**config.mk**
```make
export PLATFORM = sky130hd
export DESIGN_NAME = sprite_frame_sequencer
export DESIGN_NICKNAME = d
export VERILOG_FILES = /design/src/sv/sfs_pkg.sv /design/src/sv/sfs_ram.sv /design/src/sv/sprite_frame_sequencer.sv
export SDC_FILE = /design/constraint.sdc
export NUM_CORES = 2
export LEC_CHECK = 0
export ABC_AREA = 1
export BUFFER_PORTS_ARGS = -buffer_cell sky130_fd_sc_hd__buf_4
export CAP_MARGIN = 25
export CELL_PAD_IN_SITES_DETAIL_PLACEMENT = 0
export CELL_PAD_IN_SITES_GLOBAL_PLACEMENT = 2
export CORE_ASPECT_RATIO = 1.25
export CORE_MARGIN = 2
export CORE_UTILIZATION = 37
export DETAILED_ROUTE_END_ITERATION = 7
export GPL_TIMING_DRIVEN = 0
export PLACE_DENSITY = 0.8
export SETUP_SLACK_MARGIN = 0.1
export SKIP_LAST_GASP = 1
export SLEW_MARGIN = 20
export SYNTH_ARGS = -nofsm -noshare
export SYNTH_HDL_FRONTEND = slang
export SYNTH_SLANG_ARGS = --single-unit
```
**constraint.sdc**
```tcl
create_clock -name i_clk -period 6.3 [get_ports i_clk]
set_input_delay 0.315 -clock i_clk [delete_from_list [all_inputs] [get_ports i_clk]]
set_output_delay 0.315 -clock i_clk [all_outputs]
set_load 0.1 [all_outputs]
```
**src/sv/sfs_pkg.sv**
```systemverilog
// shared constants and codes for the sprite frame sequencer
package sfs_pkg;

    // fixed field widths
    localparam int OP_BITS    = 3;
    localparam int DELTA_BITS = 16;
    localparam int SPEED_BITS = 16;
    localparam int HOLD_BITS  = 16;
    localparam int SLOT_BITS  = 4;
    localparam int CNT_BITS   = 5;
    localparam int IDX_BITS   = 4;
    localparam int ACC_BITS   = 32;

    // configuration port
    localparam int CFG_ADDR_BITS = 2;
    localparam int CFG_DATA_BITS = 16;

    // parameter defaults
    localparam int FRAME_DEPTH_DEF = 16;
    localparam int COORD_BITS_DEF  = 12;

    // register reset values
    localparam logic [CNT_BITS-1:0]   FRAME_COUNT_RST = '0;
    localparam logic [SPEED_BITS-1:0] SPEED_RST       = SPEED_BITS'(256);
    localparam logic                  LOOP_RST        = 1'b1;
    localparam logic                  PING_PONG_RST   = 1'b0;

    // register indexes
    localparam logic [CFG_ADDR_BITS-1:0] REG_FRAME_COUNT = 2'd0;
    localparam logic [CFG_ADDR_BITS-1:0] REG_SPEED       = 2'd1;
    localparam logic [CFG_ADDR_BITS-1:0] REG_LOOP        = 2'd2;
    localparam logic [CFG_ADDR_BITS-1:0] REG_PING_PONG   = 2'd3;

    // word operation codes
    localparam logic [OP_BITS-1:0] OP_TICK   = 3'd0;
    localparam logic [OP_BITS-1:0] OP_PLAY   = 3'd1;
    localparam logic [OP_BITS-1:0] OP_STOP   = 3'd2;
    localparam logic [OP_BITS-1:0] OP_PAUSE  = 3'd3;
    localparam logic [OP_BITS-1:0] OP_RESUME = 3'd4;
    localparam logic [OP_BITS-1:0] OP_WRITE  = 3'd5;

endpackage

```
**src/sv/sfs_ram.sv**
```systemverilog
// generic single-write, single-read ram with registered read data
module sfs_ram #(
    parameter int WIDTH = 64,
    parameter int DEPTH = 16
) (
    input  logic                     i_clk,
    input  logic                     i_we,
    input  logic [$clog2(DEPTH)-1:0] i_waddr,
    input  logic [WIDTH-1:0]         i_wdata,
    input  logic [$clog2(DEPTH)-1:0] i_raddr,
    output logic [WIDTH-1:0]         o_rdata
);

    logic [WIDTH-1:0] r_mem [DEPTH];
    logic [WIDTH-1:0] r_rdata;

    // write port and registered read port
    always_ff @(posedge i_clk) begin
        if (i_we) begin
            r_mem[i_waddr] <= i_wdata;
        end
        r_rdata <= r_mem[i_raddr];
    end

    assign o_rdata = r_rdata;

endmodule

```
**src/sv/sprite_frame_sequencer.sv**
```systemverilog
// sprite frame sequencer: frame table in ram, timer and frame stepping control
//
// Input channel (i_in_valid / o_in_stall) carries one word per event: a tick with
// its elapsed time, play, stop, pause, resume, or a frame table entry write.
// Every accepted word gives exactly one output word (o_out_valid / i_out_stall)
// holding the current frame rectangle, play-order index, playing flag and a
// one-word ended flag after that event has been applied.
// Registers (frame count, speed, loop, ping-pong) are written through the plain
// write port; the user must do so only while the block is idle (not enforced).
// Each word runs through the states in order: play, stop, pause, resume,
// unknown codes and ticks with nothing to play go from execute to output, a table
// write adds a fetch state, and a playing tick adds the timer add and the frame
// stepping loop, which advances at most FRAME_DEPTH frames. The next word can be
// taken in the cycle after the result is loaded. The stepping loop does one ram
// read per advance, with the next address issued in the same cycle as the hold time compare.
// Reset clears the timer, position, direction and playing flag and sets the registers
// to their defaults; the frame table is not cleared and must be written before use.
// A stalled output keeps its word; the block holds the next result until the
// output register is free and meanwhile accepts no new word.
module sprite_frame_sequencer
    #(
    parameter int FRAME_DEPTH = sfs_pkg::FRAME_DEPTH_DEF,
    parameter int COORD_BITS  = sfs_pkg::COORD_BITS_DEF
) (
    input  logic                              i_clk,
    input  logic                              i_rst_n,
    // configuration
    input  logic                              i_cfg_we,
    input  logic [sfs_pkg::CFG_ADDR_BITS-1:0] i_cfg_index,
    input  logic [sfs_pkg::CFG_DATA_BITS-1:0] i_cfg_data,
    // input channel
    input  logic                              i_in_valid,
    output logic                              o_in_stall,
    input  logic [sfs_pkg::OP_BITS-1:0]       i_op,
    input  logic [sfs_pkg::DELTA_BITS-1:0]    i_delta_time,
    input  logic [sfs_pkg::SLOT_BITS-1:0]     i_frame_slot,
    input  logic [COORD_BITS-1:0]             i_rect_x,
    input  logic [COORD_BITS-1:0]             i_rect_y,
    input  logic [COORD_BITS-1:0]             i_rect_w,
    input  logic [COORD_BITS-1:0]             i_rect_h,
    input  logic [sfs_pkg::HOLD_BITS-1:0]     i_hold_time,
    // output channel
    output logic                              o_out_valid,
    input  logic                              i_out_stall,
    output logic [COORD_BITS-1:0]             o_cur_x,
    output logic [COORD_BITS-1:0]             o_cur_y,
    output logic [COORD_BITS-1:0]             o_cur_w,
    output logic [COORD_BITS-1:0]             o_cur_h,
    output logic [sfs_pkg::IDX_BITS-1:0]      o_cur_index,
    output logic                              o_is_playing,
    output logic                              o_ended
);

    import sfs_pkg::*;

    localparam int PW = $clog2(FRAME_DEPTH);
    localparam int IW = $clog2(FRAME_DEPTH + 1);
    localparam int XW = ((PW > CNT_BITS) ? PW : CNT_BITS) + 2;
    localparam int EW = 4 * COORD_BITS + HOLD_BITS;

    typedef enum logic [2:0] {
        S_IDLE,
        S_EXEC,
        S_ADD,
        S_STEP,
        S_FETCH,
        S_OUT
    } t_state;

    t_state                r_state, n_state;

    // latched word
    logic [OP_BITS-1:0]    r_op;
    logic [DELTA_BITS-1:0] r_delta;
    logic [SLOT_BITS-1:0]  r_slot;
    logic [COORD_BITS-1:0] r_x, r_y, r_w, r_h;
    logic [HOLD_BITS-1:0]  r_hold;

    // sequencing state
    logic [ACC_BITS-1:0]   r_prod;
    logic [ACC_BITS-1:0]   r_accum, n_accum;
    logic [PW-1:0]         r_pos, n_pos;
    logic                  r_rev, n_rev;
    logic                  r_run, n_run;
    logic                  r_ended, n_ended;
    logic [IW-1:0]         r_iter, n_iter;

    // configuration registers
    logic [CNT_BITS-1:0]   r_frame_count;
    logic [SPEED_BITS-1:0] r_speed;
    logic                  r_loop;
    logic                  r_pp;

    // output register
    logic                  r_out_valid;
    logic [COORD_BITS-1:0] r_cur_x, r_cur_y, r_cur_w, r_cur_h;
    logic [IDX_BITS-1:0]   r_cur_index;
    logic                  r_is_playing;
    logic                  r_out_ended;

    // ram interface
    logic                  ram_we;
    logic [PW-1:0]         ram_waddr;
    logic [EW-1:0]         ram_wdata;
    logic [PW-1:0]         ram_raddr;
    logic [EW-1:0]         ram_rdata;
    logic [HOLD_BITS-1:0]  q_hold;
    logic [ACC_BITS-1:0]   need;

    // derived values
    logic [CNT_BITS-1:0]   act_cnt;
    logic [XW-1:0]         cnt_x;
    logic                  cnt_zero;
    logic [XW-1:0]         rd_pos_x, rd_posc_x, rd_phys_x;
    logic [XW-1:0]         out_posc_x;
    logic [XW-1:0]         inc_x;
    logic [ACC_BITS:0]     sum_wide;
    logic [31:0]           slot_ext;
    logic                  slot_ok;
    logic                  in_take;
    logic                  out_free;

    // active frame count, capped at the table depth
    always_comb begin
        if (32'(r_frame_count) > 32'(FRAME_DEPTH)) begin
            act_cnt = CNT_BITS'(FRAME_DEPTH);
        end else begin
            act_cnt = r_frame_count;
        end
    end

    assign cnt_x    = XW'(act_cnt);
    assign cnt_zero = (act_cnt == '0);

    assign in_take  = i_in_valid && (r_state == S_IDLE);
    assign out_free = !r_out_valid || !i_out_stall;

    assign slot_ext = 32'(i_frame_slot);
    assign slot_ok  = (32'(r_slot) < 32'(FRAME_DEPTH));

    assign q_hold   = ram_rdata[HOLD_BITS-1:0];
    assign need     = ACC_BITS'({q_hold, 8'h00});
    assign inc_x    = XW'(r_pos) + XW'(1);
    assign sum_wide = {1'b0, r_accum} + {1'b0, r_prod};

    // next state of the sequencer
    always_comb begin
        n_state = r_state;
        n_accum = r_accum;
        n_pos   = r_pos;
        n_rev   = r_rev;
        n_run   = r_run;
        n_ended = r_ended;
        n_iter  = r_iter;
        case (r_state)
            S_IDLE: begin
                if (in_take) begin
                    n_ended = 1'b0;
                    n_state = S_EXEC;
                end
            end
            S_EXEC: begin
                n_state = S_OUT;
                case (r_op)
                    OP_TICK: begin
                        if (r_run && !cnt_zero) begin
                            if (XW'(r_pos) >= cnt_x) begin
                                n_pos = PW'(cnt_x - XW'(1));
                            end
                            n_state = S_ADD;
                        end
                    end
                    OP_PLAY: begin
                        if (!r_run) begin
                            n_run   = 1'b1;
                            n_pos   = '0;
                            n_accum = '0;
                        end
                    end
                    OP_STOP: begin
                        n_run   = 1'b0;
                        n_pos   = '0;
                        n_accum = '0;
                    end
                    OP_PAUSE: begin
                        n_run = 1'b0;
                    end
                    OP_RESUME: begin
                        n_run = 1'b1;
                    end
                    OP_WRITE: begin
                        n_state = S_FETCH;
                    end
                    default: begin
                        n_state = S_OUT;
                    end
                endcase
            end
            S_ADD: begin
                // saturating timer update
                n_accum = sum_wide[ACC_BITS] ? '1 : sum_wide[ACC_BITS-1:0];
                n_iter  = '0;
                n_state = S_STEP;
            end
            S_STEP: begin
                if ((r_iter == IW'(FRAME_DEPTH)) || (r_accum < need)) begin
                    n_state = S_OUT;
                end else begin
                    n_accum = r_accum - need;
                    n_iter  = r_iter + IW'(1);
                    if (inc_x >= cnt_x) begin
                        if (r_loop) begin
                            if (r_pp) begin
                                n_rev = ~r_rev;
                            end
                            n_pos = '0;
                        end else begin
                            n_pos   = PW'(cnt_x - XW'(1));
                            n_run   = 1'b0;
                            n_ended = 1'b1;
                            n_state = S_OUT;
                        end
                    end else begin
                        n_pos = PW'(inc_x);
                    end
                end
            end
            S_FETCH: begin
                n_state = S_OUT;
            end
            S_OUT: begin
                if (out_free) begin
                    n_state = S_IDLE;
                end
            end
            default: begin
                n_state = S_IDLE;
            end
        endcase
    end

    // read address follows the next position so its data arrives in the following cycle
    always_comb begin
        rd_pos_x = XW'(n_pos);
        if (rd_pos_x >= cnt_x) begin
            rd_posc_x = cnt_x - XW'(1);
        end else begin
            rd_posc_x = rd_pos_x;
        end
        if (n_rev) begin
            rd_phys_x = cnt_x - XW'(1) - rd_posc_x;
        end else begin
            rd_phys_x = rd_posc_x;
        end
        if (cnt_zero) begin
            ram_raddr = '0;
        end else begin
            ram_raddr = PW'(rd_phys_x);
        end
    end

    // clamped position shown on the output
    always_comb begin
        if (!cnt_zero && (XW'(r_pos) >= cnt_x)) begin
            out_posc_x = cnt_x - XW'(1);
        end else begin
            out_posc_x = XW'(r_pos);
        end
    end

    // table write from the latched word
    assign ram_we    = (r_state == S_EXEC) && (r_op == OP_WRITE) && slot_ok;
    assign ram_waddr = PW'(r_slot);
    assign ram_wdata = {r_x, r_y, r_w, r_h, r_hold};

    sfs_ram #(
        .WIDTH (EW),
        .DEPTH (FRAME_DEPTH)
    ) u_frame_ram (
        .i_clk   (i_clk),
        .i_we    (ram_we),
        .i_waddr (ram_waddr),
        .i_wdata (ram_wdata),
        .i_raddr (ram_raddr),
        .o_rdata (ram_rdata)
    );

    // state, sequencing registers, configuration and output register
    always_ff @(posedge i_clk) begin
        if (!i_rst_n) begin
            r_state       <= S_IDLE;
            r_accum       <= '0;
            r_pos         <= '0;
            r_rev         <= 1'b0;
            r_run         <= 1'b0;
            r_ended       <= 1'b0;
            r_iter        <= '0;
            r_frame_count <= FRAME_COUNT_RST;
            r_speed       <= SPEED_RST;
            r_loop        <= LOOP_RST;
            r_pp          <= PING_PONG_RST;
            r_out_valid   <= 1'b0;
        end else begin
            r_state <= n_state;
            r_accum <= n_accum;
            r_pos   <= n_pos;
            r_rev   <= n_rev;
            r_run   <= n_run;
            r_ended <= n_ended;
            r_iter  <= n_iter;

            if (i_cfg_we) begin
                case (i_cfg_index)
                    REG_FRAME_COUNT: r_frame_count <= i_cfg_data[CNT_BITS-1:0];
                    REG_SPEED:       r_speed       <= i_cfg_data[SPEED_BITS-1:0];
                    REG_LOOP:        r_loop        <= i_cfg_data[0];
                    REG_PING_PONG:   r_pp          <= i_cfg_data[0];
                    default:         r_loop        <= r_loop;
                endcase
            end

            if ((r_state == S_OUT) && out_free) begin
                r_out_valid <= 1'b1;
            end else if (!i_out_stall) begin
                r_out_valid <= 1'b0;
            end
        end

        // word capture
        if (in_take) begin
            r_op    <= i_op;
            r_delta <= i_delta_time;
            r_slot  <= slot_ext[SLOT_BITS-1:0];
            r_x     <= i_rect_x;
            r_y     <= i_rect_y;
            r_w     <= i_rect_w;
            r_h     <= i_rect_h;
            r_hold  <= i_hold_time;
        end

        // scaled elapsed time, registered before the add
        r_prod <= ACC_BITS'(r_delta) * ACC_BITS'(r_speed);

        // output payload
        if ((r_state == S_OUT) && out_free) begin
            if (cnt_zero) begin
                r_cur_x     <= '0;
                r_cur_y     <= '0;
                r_cur_w     <= '0;
                r_cur_h     <= '0;
                r_cur_index <= '0;
            end else begin
                r_cur_x     <= ram_rdata[HOLD_BITS + 3*COORD_BITS +: COORD_BITS];
                r_cur_y     <= ram_rdata[HOLD_BITS + 2*COORD_BITS +: COORD_BITS];
                r_cur_w     <= ram_rdata[HOLD_BITS + COORD_BITS +: COORD_BITS];
                r_cur_h     <= ram_rdata[HOLD_BITS +: COORD_BITS];
                r_cur_index <= out_posc_x[IDX_BITS-1:0];
            end
            r_is_playing <= r_run;
            r_out_ended  <= r_ended;
        end
    end

    assign o_in_stall   = (r_state != S_IDLE);
    assign o_out_valid  = r_out_valid;
    assign o_cur_x      = r_cur_x;
    assign o_cur_y      = r_cur_y;
    assign o_cur_w      = r_cur_w;
    assign o_cur_h      = r_cur_h;
    assign o_cur_index  = r_cur_index;
    assign o_is_playing = r_is_playing;
    assign o_ended      = r_out_ended;

    // a word taken closes the input until its result is loaded
    a_take_closes: assert property (@(posedge i_clk) disable iff (!i_rst_n)
        (i_in_valid && !o_in_stall) |=> o_in_stall)
        else $error("input still open after a word was taken");

    // stepping never leaves the position outside the active frames
    a_pos_in_range: assert property (@(posedge i_clk) disable iff (!i_rst_n)
        ((r_state == S_STEP) && !cnt_zero) |-> (XW'(r_pos) < cnt_x))
        else $error("position outside active frames while stepping");

    // an ended word always reports the animation stopped
    a_ended_stopped: assert property (@(posedge i_clk) disable iff (!i_rst_n)
        (o_out_valid && o_ended) |-> !o_is_playing)
        else $error("ended flag with animation still playing");

    // only a tick can end the animation
    a_ended_tick: assert property (@(posedge i_clk) disable iff (!i_rst_n)
        (r_ended && (r_state != S_IDLE)) |-> (r_op == OP_TICK))
        else $error("ended raised by a word other than a tick");

    // table writes come only from a write word in its execute cycle
    a_write_src: assert property (@(posedge i_clk) disable iff (!i_rst_n)
        ram_we |-> ((r_op == OP_WRITE) && $past(r_state == S_IDLE)))
        else $error("frame table written outside a write word");

endmodule
```
==> results.txt <==
outcome: finished, final reports clean
fraction of registers with async set/reset: 0%
Switching Fraction: 35.0%
Chip Width: 382 µm
Flop pwr share: 39.8%
max_cap viols: 0
Port-buffer cells: 165
total leakage power: 34.0 nW
reg-to-reg startpoint: r_speed[12]$_SDFFE_PN0P_
critical setup path kind: flip-flop to flip-flop
first drt pass iteration count: 6
Top-Level Pins: 166
clock group share of total power: 31.3%
Clock Sinks: 1332
fraction of the cycle the final worst path needs: 95.5%
endpoints failing setup: 0
clock root buffer: sky130_fd_sc_hd__clkbuf_16
library cell contributing the largest single delay on the critical path: sky130_fd_sc_hd__fa_1
internal power component: 17.7 mW
data required time of the worst path: 6.98 ns
Post-synth EDFFs: 1165
share of cells above drive strength 1: 11.6%
overall global routing resource usage: 22.1%
achievable frequency: 166 MHz
net count after synthesis: 7129
filler cell count in the final layout: 16.8k
iteration-0 DRC count of the detailed router: 3444
top cells by count, synth: 1509 x sky130_fd_sc_hd__nand2_1, 1225 x sky130_fd_sc_hd__nand3_1, 1165 x sky130_fd_sc_hd__edfxtp_1
number of rows created at floorplan: 173
die area: 182000 µm²
average vias per placed instance: 4.94
cell repeated most along the worst path: sky130_fd_sc_hd__fa_1
DP Worst Slack: -1.46 ns
critical path peak fanout: 10
Core Box Area: 178000 µm²
insertion delay of the later-clocked pin in the worst-skew pair: 0.79 ns
crit path cell chain: clkbuf_2 > nand2_1 > fa_1 > fa_1 > inv_1 > fa_1 > inv_1 > fa_1 > fa_1 > inv_1 > fa_1 > ha_1 > a21oi_1 > a21boi_0 > o21ai_1 > nand2_1 > nand3_2 > a31oi_4 > inv_1 > a31oi_1 > xor2_1
Initial Utilization: 37.3%
TritonCTS clock tree: done
number of global-route vias before repair: 47.1k
Post-Syn Area: 66200 µm²
chip height: 477 µm
post-synthesis to final-layout area growth: 18.6%
Routed Antenna Nets: 0
wire length of the first global-routing pass: 301 mm
most area-hungry cell type in the Yosys netlist: sky130_fd_sc_hd__edfxtp_1
worst path bufs/invs: 5
sum of negative setup slack: 0 ns
total area of multi-input combinational cells: 22300 µm²
tightest hold margin: 0.121 ns
CTS buffer count: 142
routed wirelength normalized by instance count: 21.1 µm
area taken by flip-flops and latches: 38300 µm²
delay of the slowest cell on the worst path: 0.55 ns
most used flip-flop cell after synthesis: sky130_fd_sc_hd__edfxtp_1
post-synthesis cell count: 6649
final net count: 7619
final number of max-transition violations: 0
worst-margin pin slew: 0.884 ns
Worst EP arrival: 6.69 ns
minimum clock period after layout: 6.02 ns
Worst path top cell family by delay: adder cells
worst IR drop on VDD: 0.297 mV
worst relative slew slack: 41.1%
Critical Path Start Type: flip-flop
average cell area after synthesis: 9.96 µm²
count of cell types in the netlist: 47
PwrDens: 346 nW/µm²
Final Skew: 0.0361 ns
power spent charging and discharging nets: 9.49 mW
Via Count: 47.5k
residual DRC count: 0
number of register bits inferred by synthesis: 1332
instance count on the critical path: 21
clock transition time at the flip-flop clock pins of the worst setup and hold paths: 0.06 ns
Synth warnings: 0
DP Wirelength: 147 mm
clock tree buffer depth: 3
type of element capturing the critical path: flip-flop
Congestion Overflow GR: 0
number of cells on the worst hold path: 4
Hold/Removal Path Class: input port to flip-flop
top cell type's share of synthesized area: 52.8%
number of hold violations in the final report: 0
final worst slack: 0.285 ns
critical path startpoint: r_speed[12]$_SDFFE_PN0P_
beginning of the worst hold path: i_rst_n
cell types occupying the most area after synthesis: sky130_fd_sc_hd__edfxtp_1 53%, sky130_fd_sc_hd__nand3_1 9.3%, sky130_fd_sc_hd__nand2_1 8.6%
CTS H-Tree Depth: 4
number of antenna violations at the first check in global routing: 11
total power consumption of the routed design: 27.1 mW
post-detailed-routing wire length: 203 mm
placer's final routability congestion estimate: 0.867
path depth of the worst reg2reg path: 21
library cell with the highest instance count after synthesis: sky130_fd_sc_hd__nand2_1
proportion of power drawn by combinational gates: 28.8%
RSZ-0062 raised after global routing: false
proportion of synthesized chip area in sequential cells: 57.9%
largest net degree at the start of global routing: 25
[tightest hold or removal path, cell delays in order]
cell                       delay [ns]
sky130_fd_sc_hd__buf_4           0.11
sky130_fd_sc_hd__clkbuf_1        0.24
sky130_fd_sc_hd__o21ai_0         0.14
sky130_fd_sc_hd__a21oi_1         0.05
[sequential cells by signal, indices dropped and copies added (netlist names), 16 cells and up]
register / count
u_frame_ram.r_mem: 1024
u_frame_ram.o_rdata: 64
r_accum: 32
r_prod: 32
r_delta: 16
r_hold: 16
r_speed: 16
[worst paths after layout]
check / to / slack (ns)
setup / recovery: r_prod[28]$_DFF_P_ / 0.28
hold / removal: r_state[2]$_SDFFE_PN0P_ / 0.12
hold reg to reg: o_ended$_DFFE_PP_ / 0.45
setup reg to reg: r_prod[28]$_DFF_P_ / 0.28
[cell families after synthesis]
logic type      after synthesis  synth area share [%]
simple gates               3078                  20.3
fa+ha+maj                   370                  9.22
buf+inv                    1467                  8.93
flops                      1332                  57.9
compound gates              342                  2.83
xor+xnor                     60                 0.794
[cell usage in the layout, fill, tap and decap left out, drive strengths merged, types with 7 or more instances in the layout]
cell type,count
o21bai,8
xnor2,25
bufinv,15
ha,173
fa,197
nand2,1511
inv,1116
nand4,15
or2,11
nand3b,66
dfxtp,167
dlygate4sd3,117
xor2,35
a31oi,15
a21boi,7
nand3,1226
clkinvlp,9
a21o,13
clkbuf,265
buf,494
a21oi,152
edfxtp,1165
nor3,19
nor2,220
clkinv,52
o21ai,126
[per-stage QoR]
step	cells	area [µm²]	utilization [%]
finish	9617	78500	44.2
floorplan	6649	66200	-
global route	9613	78500	44.2
CTS	9600	78200	44.0
global placement	9176	70400	39.6
detailed placement	9242	72100	40.5
[power groups by stage]
| stage | Combinational, mW | Clock [mW] | Sequential [mW] |
|---|---|---|---|
| 5_1_grt | 8.64 | 8.99 | 10.9 |
| 3_5_place_dp | 7.64 | 0 | 11.0 |
| 6_report | 7.83 | 8.51 | 10.8 |
| 4_1_cts | 7.81 | 8.67 | 10.8 |
| 2_1_floorplan | 4.63 | 0 | 10.9 |
| 3_3_place_gp | 7.53 | 0 | 11.0 |
[layer usage]
layer / GRT usage [%] / vias up / wire length (µm)
li1: - / 22800 / -
met1: 28.2 / 23100 / 84500
met2: 39.0 / 1257 / 103000
met3: 2.78 / 289 / 10000
met4: 6.62 / 2 / 5600
met5: 0 / - / 13
[area by class of cell]
type	count	area share [%]
repair buffers	371	5.22
clock buffers	173	4.78
plain buffers	332	2.54
flip-flops and latches	1332	48.8
clock inverters	82	1.18
well taps	2362	3.76
multi-input cells	3850	28.4
diodes	5	0.0159
inverters	1110	5.31
[repair_timing]
action | in CTS | in global routing
setup buffers | 10 | 13
endpoints found under the hold margin | 118 | 0
gates resized for setup | 139 | 96
setup endpoints to repair | 81 | 75
hold buffers | 117 | 0
pin swaps | 2 | 6
No activity file was read; power rests on OpenSTA's default activity.
